## config.mk

```make
export PLATFORM = sky130hd
export DESIGN_NAME = uart_baud_divisor_calc_flat
export DESIGN_NICKNAME = d
export VERILOG_FILES = /design/src/hw/rtl/ubdc_pkg.sv /design/src/hw/rtl/ubdc_ifs.sv /design/src/hw/rtl/ubdc_divider.sv /design/src/hw/rtl/ubdc_format.sv /design/src/hw/rtl/uart_baud_divisor_calc.sv /design/src/flat_wrapper.sv
export SDC_FILE = /design/constraint.sdc
export NUM_CORES = 1
export LEC_CHECK = 0
export ABC_AREA = 1
export BUFFER_PORTS_ARGS = -buffer_cell sky130_fd_sc_hd__buf_4
export CORE_ASPECT_RATIO = 0.7
export CORE_MARGIN = 1.5
export CORE_UTILIZATION = 35
export CTS_CLUSTER_SIZE = 30
export DETAILED_ROUTE_END_ITERATION = 12
export GPL_TIMING_DRIVEN = 0
export PLACE_DENSITY = 0.5
export SYNTH_ARGS = -nofsm -noshare
export SYNTH_HDL_FRONTEND = slang
export SYNTH_SLANG_ARGS = --single-unit
export TNS_END_PERCENT = 30
```

## constraint.sdc

```tcl
create_clock -name clock -period 3.8 [get_ports clock]
set_input_delay 0.76 -clock clock [delete_from_list [all_inputs] [get_ports clock]]
set_output_delay 0.76 -clock clock [all_outputs]
set_load 0.03 [all_outputs]
```

## src/hw/rtl/ubdc_pkg.sv

```systemverilog
// ----------------------------------------------------------------------------
// ubdc_pkg
// Shared types, widths and constants of the UART baud divisor calculator.
// ----------------------------------------------------------------------------
package ubdc_pkg;

   localparam int CLOCK_W     = 32;
   localparam int BAUD_W      = 32;
   localparam int FRAC_BITS   = 16;
   localparam int DIVIDEND_W  = CLOCK_W + FRAC_BITS;
   localparam int QUOT_W      = DIVIDEND_W;
   localparam int REM_W       = BAUD_W + 1;
   localparam int STEP_W      = $clog2(DIVIDEND_W);
   localparam int INT_W       = QUOT_W - FRAC_BITS;

   localparam int PRESC_W     = 16;
   localparam int FIRST_W     = 4;
   localparam int SECOND_W    = 8;
   localparam int STATUS_W    = 2;

   localparam logic [CLOCK_W-1:0] CLOCK_RESET   = 32'd3000000;
   localparam logic [INT_W-1:0]   OS_THRESHOLD  = 32'd16;
   localparam logic [PRESC_W-1:0] PRESCALER_MAX = 16'hFFFF;

   localparam int FRAC_ENTRIES = 36;

   localparam logic [FRAC_BITS-1:0] FRAC_THRESHOLD [FRAC_ENTRIES] = '{
      16'd0,     16'd3466,  16'd4685,  16'd5472,  16'd6560,  16'd8205,
      16'd9371,  16'd10944, 16'd14070, 16'd14575, 16'd16403, 16'd19660,
      16'd21856, 16'd23429, 16'd24595, 16'd26234, 16'd28088, 16'd28691,
      16'd32781, 16'd37453, 16'd39341, 16'd40986, 16'd42152, 16'd43692,
      16'd45881, 16'd46838, 16'd49171, 16'd51517, 16'd52455, 16'd54611,
      16'd55469, 16'd56177, 16'd57350, 16'd59008, 16'd60096, 16'd60869
   };

   localparam logic [SECOND_W-1:0] FRAC_PATTERN [FRAC_ENTRIES] = '{
      8'h00, 8'h01, 8'h02, 8'h04, 8'h08, 8'h10,
      8'h20, 8'h11, 8'h21, 8'h22, 8'h44, 8'h25,
      8'h49, 8'h4A, 8'h52, 8'h92, 8'h53, 8'h55,
      8'hAA, 8'h6B, 8'hAD, 8'hB5, 8'hB6, 8'hD6,
      8'hB7, 8'hBB, 8'hDD, 8'hED, 8'hEE, 8'hBF,
      8'hDF, 8'hEF, 8'hF7, 8'hFB, 8'hFD, 8'hFE
   };

   typedef enum logic [STATUS_W-1:0] {
      STATUS_OK        = 2'd0,
      STATUS_BAUD_ZERO = 2'd1,
      STATUS_SATURATED = 2'd2
   } ubdc_status_type;

   typedef enum logic {
      ST_IDLE,
      ST_RUN
   } ubdc_state_type;

   typedef struct packed {
      logic start;
   } ubdc_div_ctrl_type;

   typedef struct packed {
      logic busy;
      logic done;
   } ubdc_div_stat_type;

   typedef struct packed {
      logic [PRESC_W-1:0]  prescaler;
      logic [FIRST_W-1:0]  first_modulation;
      logic                oversample_on;
      logic [SECOND_W-1:0] second_modulation;
      ubdc_status_type     status;
   } ubdc_result_type;

   function automatic logic [SECOND_W-1:0] pick_pattern(input logic [FRAC_BITS-1:0] frac);
      logic [SECOND_W-1:0] sel;
      sel = FRAC_PATTERN[0];
      for (int i = 0; i < FRAC_ENTRIES; i++) begin
         if (FRAC_THRESHOLD[i] <= frac) begin
            sel = FRAC_PATTERN[i];
         end
      end
      return sel;
   endfunction

endpackage

```

## src/hw/rtl/ubdc_ifs.sv

```systemverilog
// ----------------------------------------------------------------------------
// ubdc_ifs
// Valid/ready channels of the baud divisor calculator: request, response
// and configuration write.
// ----------------------------------------------------------------------------
interface ubdc_req_if;
   logic                       valid;
   logic                       ready;
   logic [ubdc_pkg::BAUD_W-1:0] baud_rate;

   modport source (output valid, output baud_rate, input ready);
   modport sink   (input valid, input baud_rate, output ready);
endinterface

interface ubdc_rsp_if;
   logic                           valid;
   logic                           ready;
   logic [ubdc_pkg::PRESC_W-1:0]   prescaler;
   logic [ubdc_pkg::FIRST_W-1:0]   first_modulation;
   logic                           oversample_on;
   logic [ubdc_pkg::SECOND_W-1:0]  second_modulation;
   logic [ubdc_pkg::STATUS_W-1:0]  status;

   modport source (output valid, output prescaler, output first_modulation,
                   output oversample_on, output second_modulation, output status,
                   input ready);
   modport sink   (input valid, input prescaler, input first_modulation,
                   input oversample_on, input second_modulation, input status,
                   output ready);
endinterface

interface ubdc_csr_if;
   logic                         valid;
   logic                         ready;
   logic [ubdc_pkg::CLOCK_W-1:0] source_clock_hz;

   modport source (output valid, output source_clock_hz, input ready);
   modport sink   (input valid, input source_clock_hz, output ready);
endinterface

```

## src/hw/rtl/ubdc_divider.sv

```systemverilog
// ----------------------------------------------------------------------------
// ubdc_divider
// Restoring divider: (clock << 16) / baud, one quotient bit per cycle.
// ----------------------------------------------------------------------------
module ubdc_divider (
   input  logic                             clock,
   input  logic                             reset,
   input  ubdc_pkg::ubdc_div_ctrl_type      ctrl,
   input  logic [ubdc_pkg::CLOCK_W-1:0]     clock_hz,
   input  logic [ubdc_pkg::BAUD_W-1:0]      divisor,
   output ubdc_pkg::ubdc_div_stat_type      stat,
   output logic [ubdc_pkg::QUOT_W-1:0]      quotient
);
   import ubdc_pkg::*;

   logic [CLOCK_W-1:0] dividend_ff, dividend_in;
   logic [BAUD_W-1:0]  divisor_ff, divisor_in;
   logic [REM_W-1:0]   rem_ff, rem_in;
   logic [QUOT_W-1:0]  quo_ff, quo_in;
   logic [STEP_W-1:0]  count_ff, count_in;
   logic               busy_ff, busy_in;
   logic               done_ff, done_in;

   logic [REM_W-1:0]   shifted;
   logic [REM_W:0]     trial;
   logic               fits;

   always_comb begin
      shifted = {rem_ff[BAUD_W-1:0], dividend_ff[CLOCK_W-1]};
      trial   = {1'b0, shifted} - {2'b00, divisor_ff};
      fits    = ~trial[REM_W];

      dividend_in = dividend_ff;
      divisor_in  = divisor_ff;
      rem_in      = rem_ff;
      quo_in      = quo_ff;
      count_in    = count_ff;
      busy_in     = busy_ff;
      done_in     = done_ff;

      if (ctrl.start) begin
         dividend_in = clock_hz;
         divisor_in  = divisor;
         rem_in      = '0;
         count_in    = '0;
         busy_in     = 1'b1;
         done_in     = 1'b0;
      end else if (busy_ff) begin
         dividend_in = {dividend_ff[CLOCK_W-2:0], 1'b0};
         rem_in      = fits ? trial[REM_W-1:0] : shifted;
         quo_in      = {quo_ff[QUOT_W-2:0], fits};
         count_in    = count_ff + 1'b1;
         if (count_ff == STEP_W'(DIVIDEND_W - 1)) begin
            busy_in = 1'b0;
            done_in = 1'b1;
         end
      end
   end

   always_ff @(posedge clock) begin
      if (reset) begin
         busy_ff  <= 1'b0;
         done_ff  <= 1'b0;
         count_ff <= '0;
      end else begin
         busy_ff  <= busy_in;
         done_ff  <= done_in;
         count_ff <= count_in;
      end
      dividend_ff <= dividend_in;
      divisor_ff  <= divisor_in;
      rem_ff      <= rem_in;
      quo_ff      <= quo_in;
   end

   assign stat.busy = busy_ff;
   assign stat.done = done_ff;
   assign quotient  = quo_ff;

endmodule

```

## src/hw/rtl/ubdc_format.sv

```systemverilog
// ----------------------------------------------------------------------------
// ubdc_format
// Splits the 32.16 ratio into prescaler, modulation fields and status.
// ----------------------------------------------------------------------------
module ubdc_format (
   input  logic [ubdc_pkg::QUOT_W-1:0]  quotient,
   input  logic                         baud_zero,
   output ubdc_pkg::ubdc_result_type    result
);
   import ubdc_pkg::*;

   logic [INT_W-1:0]     n_int;
   logic [FRAC_BITS-1:0] frac;
   logic                 os;
   logic [INT_W-1:0]     presc_wide;
   logic                 sat;

   always_comb begin
      n_int      = quotient[QUOT_W-1:FRAC_BITS];
      frac       = quotient[FRAC_BITS-1:0];
      os         = n_int > OS_THRESHOLD;
      presc_wide = os ? (n_int >> 4) : n_int;
      sat        = presc_wide > INT_W'(PRESCALER_MAX);

      if (baud_zero) begin
         result.prescaler         = '0;
         result.first_modulation  = '0;
         result.oversample_on     = 1'b0;
         result.second_modulation = '0;
         result.status            = STATUS_BAUD_ZERO;
      end else begin
         result.prescaler         = sat ? PRESCALER_MAX : presc_wide[PRESC_W-1:0];
         result.first_modulation  = os ? n_int[FIRST_W-1:0] : '0;
         result.oversample_on     = os;
         result.second_modulation = pick_pattern(frac);
         result.status            = sat ? STATUS_SATURATED : STATUS_OK;
      end
   end

endmodule

```

## src/hw/rtl/uart_baud_divisor_calc.sv

```systemverilog
// ----------------------------------------------------------------------------
// uart_baud_divisor_calc
// UART baud divisor calculator with fractional modulation selection.
//
// Channels: csr_bus writes the source clock frequency (always ready, reset
// value 3000000 Hz); write it only while no request is in flight. req_bus
// carries a requested baud rate; rsp_bus returns prescaler, first and
// second modulation, oversampling flag and status (0 ok, 1 zero baud rate,
// 2 prescaler saturated).
// The response is valid once the divider has finished and the formatted
// result is loaded into the output register. The restoring divider produces
// one quotient bit per cycle over its 48 steps; req_bus.ready is low while
// the divider runs.
// Reset clears the sequencer, the divider control and the response valid.
// A stalled response stays in its output register; a new request is taken
// meanwhile, and its result waits in the divider until the register frees.
// ----------------------------------------------------------------------------
module uart_baud_divisor_calc (
   input  logic       clock,
   input  logic       reset,
   ubdc_csr_if.sink   csr_bus,
   ubdc_req_if.sink   req_bus,
   ubdc_rsp_if.source rsp_bus
);
   import ubdc_pkg::*;

   ubdc_state_type    state_ff, state_in;
   logic [CLOCK_W-1:0] clock_hz_ff, clock_hz_in;
   logic              baud_zero_ff, baud_zero_in;
   logic              rsp_valid_ff, rsp_valid_in;
   ubdc_result_type   result_ff, result_in;

   ubdc_div_ctrl_type div_ctrl;
   ubdc_div_stat_type div_stat;
   logic [QUOT_W-1:0] quotient;
   ubdc_result_type   formatted;

   logic              accept;
   logic              out_free;
   logic              load;

   ubdc_divider u_divider (
      .clock    (clock),
      .reset    (reset),
      .ctrl     (div_ctrl),
      .clock_hz (clock_hz_ff),
      .divisor  (req_bus.baud_rate),
      .stat     (div_stat),
      .quotient (quotient)
   );

   ubdc_format u_format (
      .quotient  (quotient),
      .baud_zero (baud_zero_ff),
      .result    (formatted)
   );

   assign csr_bus.ready = 1'b1;

   always_comb begin
      accept         = req_bus.valid && (state_ff == ST_IDLE);
      out_free       = !rsp_valid_ff || rsp_bus.ready;
      load           = 1'b0;
      div_ctrl.start = accept;
      state_in       = state_ff;
      baud_zero_in   = baud_zero_ff;
      result_in      = result_ff;

      unique case (state_ff)
         ST_IDLE: begin
            if (accept) begin
               baud_zero_in = (req_bus.baud_rate == '0);
               state_in     = ST_RUN;
            end
         end
         ST_RUN: begin
            if (div_stat.done && out_free) begin
               load      = 1'b1;
               result_in = formatted;
               state_in  = ST_IDLE;
            end
         end
         default: state_in = ST_IDLE;
      endcase

      if (load) begin
         rsp_valid_in = 1'b1;
      end else if (rsp_bus.ready) begin
         rsp_valid_in = 1'b0;
      end else begin
         rsp_valid_in = rsp_valid_ff;
      end

      clock_hz_in = clock_hz_ff;
      if (csr_bus.valid) begin
         clock_hz_in = csr_bus.source_clock_hz;
      end
   end

   always_ff @(posedge clock) begin
      if (reset) begin
         state_ff     <= ST_IDLE;
         rsp_valid_ff <= 1'b0;
         clock_hz_ff  <= CLOCK_RESET;
      end else begin
         state_ff     <= state_in;
         rsp_valid_ff <= rsp_valid_in;
         clock_hz_ff  <= clock_hz_in;
      end
      baud_zero_ff <= baud_zero_in;
      result_ff    <= result_in;
   end

   assign req_bus.ready             = (state_ff == ST_IDLE);
   assign rsp_bus.valid             = rsp_valid_ff;
   assign rsp_bus.prescaler         = result_ff.prescaler;
   assign rsp_bus.first_modulation  = result_ff.first_modulation;
   assign rsp_bus.oversample_on     = result_ff.oversample_on;
   assign rsp_bus.second_modulation = result_ff.second_modulation;
   assign rsp_bus.status            = result_ff.status;

   a_busy_in_run: assert property (@(posedge clock) disable iff (reset)
      div_stat.busy |-> (state_ff == ST_RUN))
      else $error("divider busy outside run state");

   a_accept_starts: assert property (@(posedge clock) disable iff (reset)
      (req_bus.valid && req_bus.ready) |=> div_stat.busy)
      else $error("accepted request did not start the divider");

   a_load_valid: assert property (@(posedge clock) disable iff (reset)
      load |=> (rsp_valid_ff && (state_ff == ST_IDLE)))
      else $error("finished result not presented");

   a_zero_fields: assert property (@(posedge clock) disable iff (reset)
      (rsp_valid_ff && (result_ff.status == STATUS_BAUD_ZERO))
         |-> (result_ff.prescaler == '0 && !result_ff.oversample_on))
      else $error("zero baud rate result carries nonzero fields");

   a_sat_oversample: assert property (@(posedge clock) disable iff (reset)
      (rsp_valid_ff && (result_ff.status == STATUS_SATURATED))
         |-> (result_ff.oversample_on && result_ff.prescaler == PRESCALER_MAX))
      else $error("saturated prescaler without oversampling");

endmodule

```

## src/flat_wrapper.sv

```systemverilog
// flat-port wrapper written by rule: the top's interface ports become plain ports
module uart_baud_divisor_calc_flat import ubdc_pkg::*;
  (clock, reset, csr_bus_valid, csr_bus_source_clock_hz, csr_bus_ready, req_bus_valid, req_bus_baud_rate, req_bus_ready, rsp_bus_valid, rsp_bus_prescaler, rsp_bus_first_modulation, rsp_bus_oversample_on, rsp_bus_second_modulation, rsp_bus_status, rsp_bus_ready);
  ubdc_csr_if csr_bus_i ();
  ubdc_req_if req_bus_i ();
  ubdc_rsp_if rsp_bus_i ();
  input  logic clock;
  input  logic reset;
  input wire logic [$bits(csr_bus_i.valid)-1:0] csr_bus_valid;
  input wire logic [$bits(csr_bus_i.source_clock_hz)-1:0] csr_bus_source_clock_hz;
  output wire logic [$bits(csr_bus_i.ready)-1:0] csr_bus_ready;
  input wire logic [$bits(req_bus_i.valid)-1:0] req_bus_valid;
  input wire logic [$bits(req_bus_i.baud_rate)-1:0] req_bus_baud_rate;
  output wire logic [$bits(req_bus_i.ready)-1:0] req_bus_ready;
  output wire logic [$bits(rsp_bus_i.valid)-1:0] rsp_bus_valid;
  output wire logic [$bits(rsp_bus_i.prescaler)-1:0] rsp_bus_prescaler;
  output wire logic [$bits(rsp_bus_i.first_modulation)-1:0] rsp_bus_first_modulation;
  output wire logic [$bits(rsp_bus_i.oversample_on)-1:0] rsp_bus_oversample_on;
  output wire logic [$bits(rsp_bus_i.second_modulation)-1:0] rsp_bus_second_modulation;
  output wire logic [$bits(rsp_bus_i.status)-1:0] rsp_bus_status;
  input wire logic [$bits(rsp_bus_i.ready)-1:0] rsp_bus_ready;
  assign csr_bus_i.valid = csr_bus_valid;
  assign csr_bus_i.source_clock_hz = csr_bus_source_clock_hz;
  assign csr_bus_ready = csr_bus_i.ready;
  assign req_bus_i.valid = req_bus_valid;
  assign req_bus_i.baud_rate = req_bus_baud_rate;
  assign req_bus_ready = req_bus_i.ready;
  assign rsp_bus_valid = rsp_bus_i.valid;
  assign rsp_bus_prescaler = rsp_bus_i.prescaler;
  assign rsp_bus_first_modulation = rsp_bus_i.first_modulation;
  assign rsp_bus_oversample_on = rsp_bus_i.oversample_on;
  assign rsp_bus_second_modulation = rsp_bus_i.second_modulation;
  assign rsp_bus_status = rsp_bus_i.status;
  assign rsp_bus_i.ready = rsp_bus_ready;
  uart_baud_divisor_calc u_core (.clock(clock), .reset(reset), .csr_bus(csr_bus_i), .req_bus(req_bus_i), .rsp_bus(rsp_bus_i));
endmodule
```

Yosys cells after proc, flatten, opt, wreduce, memory -nomap -nowiden

Index checks and enable logic that the tools add are counted.

Add/subtract/negate cells: 2
Divide/modulo/power cells: 0
Reduce and logical (&&, ||, !) cells: 14
Order comparisons: 37
Shift operators: 0
Equality and inequality tests: 1
Multiplexer cells: 51
Bitwise operators: 4
Multipliers: 0

Operator list:

| kind                                                            | number |
|---|---|
| less-or-equal comparator 16 bit, first input constant           | 18 |
| 2-to-1 mux 8 bit                                                | 34 |
| less-or-equal comparator 15 x 16 -> 1 bit, first input constant | 8 |
| 2-to-1 mux 32 bit                                               | 4 |
| less-or-equal comparator 14 x 16 -> 1 bit, first input constant | 5 |
| less-or-equal comparator 13 x 16 -> 1 bit, first input constant | 3 |
| subtractor 33 x 32 -> 34 bit                                    | 1 |
| greater-than comparator 32 x 16 -> 1 bit, second input constant | 1 |
| greater-than comparator 32 x 5 -> 1 bit, second input constant  | 1 |
| zero test 32 bit                                                | 1 |
| less-or-equal comparator 12 x 16 -> 1 bit, first input constant | 1 |
| 2-to-1 mux 16 bit                                               | 1 |
| 2-to-1 mux 1 bit                                                | 10 |
| AND reduction 2 bit                                             | 4 |
| adder 6 x 1 -> 6 bit, second input constant                     | 1 |
| equality test 6 bit, second input constant                      | 1 |
| OR reduction 2 bit                                              | 3 |
| NOT 1 bit                                                       | 4 |
| nonzero test 2 bit                                              | 2 |
| logical AND 1 bit                                               | 2 |
| 2-to-1 mux 2 bit                                                | 1 |
| case mux 1 bit (2 select lines)                                 | 1 |
| zero test 1 bit                                                 | 1 |
| logical OR 1 bit                                                | 1 |

Bits in registers: 218
Latch bits: 0
Word-level logic and storage cells: 126
ROM bits: 0
Bits in writable memories: 0
Input bits: 69
Memories kept: 0

Logic depth before layout (Yosys ltp)

Depth after elaboration: 36
Depth in mapped cells: 20
Depth with buffers taken out: 19

Modules after synthesis

Synthesis repeated with hierarchy kept, for this count alone.

Cell total of the unflattened synthesis: 1769
Area total of the unflattened synthesis: 13077.5 um2

By module, submodules not included:

| module                 | instances | cells each | area each (um2) | seq. area each (um2) |
|---|---|---|---|---|
| ubdc_divider           | 1         | 1044       | 8339.2          | 4164.0 |
| ubdc_format            | 1         | 508        | 2473.6          | 0.0 |
| uart_baud_divisor_calc | 1         | 217        | 2264.7          | 1641.6 |

Worst setup path before layout

OpenSTA, ideal clock, no wires.

Kind: input to register
Start point: in rsp_bus_ready
End point: reg u_core.result_ff, in the netlist u_core.rsp_bus.first_modulation[0], enable pin
Path slack: 0.303 ns
Buffers on the path: 0
Stages on the path: 2
Data arrival time: 3.035 ns
Path through: nor2_1 -> nor3_1

Longest elaborated chain between the ends: 3

Ends and longest elaborated chain:

| what                                 | RTL line                      | text |
|---|---|---|
| start: declaration                   | flat_wrapper.sv:21            | `input wire logic [$bits(rsp_bus_i.ready)-1:0] rsp_bus_ready;` |
| logical OR 1 bit                     | uart_baud_divisor_calc.sv:62  | `out_free = !rsp_valid_ff \|\| rsp_bus.ready;` |
| logical AND 1 bit                    | uart_baud_divisor_calc.sv:77  | `if (div_stat.done && out_free) begin` |
| AND reduction 2 bit (no source line) | n/a                           |  |
| end signal: assignment               | uart_baud_divisor_calc.sv:111 | `result_ff <= result_in;` |
| end: declaration                     | uart_baud_divisor_calc.sv:31  | `ubdc_result_type result_ff, result_in;` |

Every way passes these cells.
A chain may end at the register's enable or synchronous reset.

Worst setup path in the final report

Start point: reg u_core.u_divider.quo_ff[12], in the netlist u_core.u_divider.quotient[12]
End point: reg u_core.result_ff, in the netlist u_core.rsp_bus.second_modulation[4] (data pin)

Longest elaborated chain between the ends: 34
Elaborated cells between the ends (all ways): 66
Classes of those cells: 33 x order compare; 33 x mux

Ends and longest elaborated chain:

| what                                      | RTL line           | text |
|---|---|---|
| start: declaration                        | ubdc_divider.sv:19 | `logic [QUOT_W-1:0] quo_ff, quo_in;` |
| start signal: assignment                  | ubdc_divider.sv:73 | `quo_ff <= quo_in;` |
| less-or-equal comparator 13 x 16 -> 1 bit | ubdc_pkg.sv:77     | `if (FRAC_THRESHOLD[i] <= frac) begin` |
| 2-to-1 mux 8 bit (32 in series)           | ubdc_pkg.sv:77     |  |
| 2-to-1 mux 8 bit (*)                      | ubdc_pkg.sv:77     |  |

Mark *: on every way between the ends. The rest lies on a longest branch, timed or not.

==> results by group <==
Power
  • Pwr Density: 446 nW/µm²
  • VDD IR max: 0.308 mV
  • Leakage: between 6 and 7 nW

Clocking
  • Root buf cell: clkbuf_16
  • Clock slew at reported path FFs: around 70 ps
  • Clock buffer count from CTS: 25
  • Clock sink total: about 220
  • Worst-Skew Late Latency: approximately 550 ps
  • Cts hold-fix bufs: 0
  • Post-CTS setup buffers: 0
  • H-Tree Depth: 1
  • Cts repair resizes: 0
  • CTS tree: done
  • Clock Path Buffers: 3

Synthesis
  • FF+latch count, synth: 218
  • Mean Syn Cell Area: 8.04 µm²
  • Post-synthesis mux area share: 0%
  • Synth area leaders: edfxtp_1 36%, nand2_1 13%, dfxtp_1 12%, nor2_1 5.4%, inv_1 4.7%
  • Sequential-to-total area share from yosys stat: around 50%
  • Synth warn: 0
  • Synth top area share: a little over a third
  • Simple-gate share of the synthesized area: 26.0%
  • Post-synth ARST share: 0%
  • Post-synth top cells: 402 x nand2_1, 172 x nor2_1, 151 x inv_1
  • Main combinational cell family by area after synthesis: simple AND/OR/NAND/NOR gates
  • Top_reg_cell synth: edfxtp_1
  • Syn nets: 1588
  • Post-synth EDFFs: about 140
  • Post-synthesis adder-cell area fraction: ~3.6%
  • Cell Area, Synth: around 12000 µm²
  • Cells after synthesis: between 1000 and 1500
  • Synth cell types: 47
  • Xor-xnor portion of the synthesized cell area: approximately 1.8%
  • Compound-cell area share of the yosys netlist: approximately an eighth
  • Synth area leader: edfxtp_1
  • Most common cell in the netlist: nand2_1

Timing
  • Max-slew violations: 0
  • Max Clock Skew: 12.1 ps
  • Fin crit share: between 70% and 80%
  • F_max: approximately 340 MHz
  • Final setup vio count: 0
  • Slew @ Worst Pin: between 1000 and 1500 ps
  • Period minus WS final: between 2000 and 3000 ps
  • Hold_ws: roughly 400 ps
  • Slew headroom: about 32%
  • Setup ws final: roughly 860 ps
  • RSZ-0062 raised after global routing: false
  • Final Hold Vio Count: 0

Routing
  • TritonRoute pass-1 iters: 5
  • Residual DRC: 0
  • Wire per inst: between 15 and 20 µm
  • Via count: roughly 11000
  • Post-DR vias/cell: 5.12
  • Detailed Route WL: 38.7 mm
  • Detailed Route Iter0 Violations: a little under 900
  • Routed Antenna Nets: 0

Run
  • Max-Cap Viols: 0

Status
  • Status: completed

Placement
  • DP Cell Count: 2026
  • Port Buffers: approximately 100
  • Worst slack at placement: roughly 730 ps
  • Final HPWL DP: roughly 30 mm
  • GP Congestion: just under 1

Cells and area
  • Layout cell share with drive strength beyond 1: 12.4%
  • Net count reported at finish: approximately 1700
  • Core Util, Final: between 40% and 50%
  • # fillers: around 3500
  • Multi-input logic area: ~5300 µm²
  • Finished Layout Cells: between 2000 and 2500
  • Layout area overhead: 18.5%
  • Ant diodes: 0
  • Register area: 5810 µm²

Floorplanning
  • Site Rows: 56
  • Initial Utilization: 35.6%
  • Die Span Y: around 160 µm
  • Core area: ~34000 µm²
  • I/O pin count: between 100 and 150
  • Die width: around 220 µm
  • Die area: around 35000 µm²

Worst setup path
  • Crit Path Max Fanout: 5
  • Startpoint types: flop
  • CP peak stage delay: between 400 and 500 ps
  • CP arrival: 3210 ps
  • Most Frequent Cell on Critical Path: nand2_1
  • Required time of the critical path: between 4000 and 5000 ps
  • Worst path cell trace: inv_2 > nand2_1 > nor2_1 > inv_1 > o21ai_0 > o21ai_1 > nand3_1 > nand2_1 > nand2_1 > nand2_1 > nand2_1 > nand2_1 > nand2_1 > a21oi_1
  • Crit-path slowest cell: edfxtp_1
  • Critical path class: reg -> reg
  • Setup crit end kind: flop

GRT
  • Initial antenna violation count: 0
  • Total gr overflow: 0
  • Gr usage total: around 22%
  • Number of global-route vias before repair: roughly 10000
  • First-pass GRT wire length: about 60 mm
  • Largest net degree at the start of global routing: 58

Hold path
  • Type of the worst min-delay path: in -> reg
-- layout make-up --
class	count	area share, %
inverter	162	4.30
sequential	218	41.0
timing repair buffer	106	5.93
buffer	45	1.96
clock inverter	9	0.645
tap	435	3.85
multi-input combinational	1060	37.2
clock buffer	37	5.10
-- cells by family after synthesis --
logic type,count (synthesis)
AOI/OAI and AO/OA,273
DFF,218
other,1
buffers and inverters,207
xor gates and xnor gates,24
and+or+nand+nor,728
adders and majority gates,34
-- cell usage in the layout, fill, tap and decap left out, drive strengths merged, types with 2 or more instances in the layout --
cell type	count
xor2	12
inv	162
xnor2	12
nor3	22
clkbuf	59
a31oi	14
nor4	25
edfxtp	144
clkinv	8
dfxtp	74
nand2	409
nor2	189
o21ai	120
ha	33
a211oi	5
o21bai	13
o41ai	2
a22oi	2
nand3	61
a21o	2
o211ai	8
buf	129
o31ai	2
a32oi	3
nand4	20
a21oi	96
-- registers in the layout, indices dropped and copies added (netlist names), 2 cells and up --
register / flops
u_core.u_divider.count_ff: 6
u_core.rsp_bus.prescaler: 16
u_core.rsp_bus.status: 2
u_core.u_divider.divisor_ff: 32
u_core.rsp_bus.first_modulation: 4
u_core.u_divider.rem_ff: 32
u_core.u_divider.quotient: 48
u_core.clock_hz_ff: 32
u_core.rsp_bus.second_modulation: 8
u_core.u_divider.dividend_ff: 32
-- per-layer routing --
layer  part of all wire [%]  vias to the layer above  track usage (%)
li1                       -                     5260                -
met1                     55                     5000             36.5
met2                     36                      298             28.9
met3                    6.8                       42             4.87
met4                    1.7                        0             4.28
met5                      0                        -                0
-- path summary, 6_finish.rpt --
| check | from | end | slack (ps) | cells past startpoint |
|---|---|---|---|---|
| worst max-delay path | u_core.u_divider.quotient[12]$_DFFE_PP_ | u_core.rsp_bus.second_modulation[4]$_SDFFCE_PP0P_ | 860 | 14 |
| worst min-delay path | req_bus_baud_rate[25] | u_core.u_divider.divisor_ff[25]$_DFFE_PP_ | 390 | 1 |
| worst max register to register | u_core.u_divider.quotient[12]$_DFFE_PP_ | u_core.rsp_bus.second_modulation[4]$_SDFFCE_PP0P_ | 860 | 14 |
| worst min register to register | u_core.u_divider.quotient[4]$_DFFE_PP_ | u_core.u_divider.quotient[5]$_DFFE_PP_ | 450 | 0 |
-- power by group --
group	switching, mW	internal, mW	total, mW	leakage (nW)
Combinational	0.747	0.374	1.12	3.65
Sequential	0.0885	2.71	2.80	1.96
Clock	1.00	1.39	2.40	0.401
-- stage by stage --
step,cell area (µm²),TNS [ps],power [mW]
6_report,14200,0,6.32
5_1_grt,14200,0,6.63
2_1_floorplan,11900,0,3.56
4_1_cts,14200,0,6.39
3_3_place_gp,13200,-61970,3.95
3_5_place_dp,13300,0,3.95
-- critical path: cells and delay by family, from the launching register on --
kind / cells / cell delay (ps)
AND/OR/NAND/NOR: 9 / 1120
AO/OA/AOI/OAI: 3 / 710
flip-flops: 1 / 490
buffers and inverters: 2 / 340
Note: power is estimated with default switching activity, not from simulation.
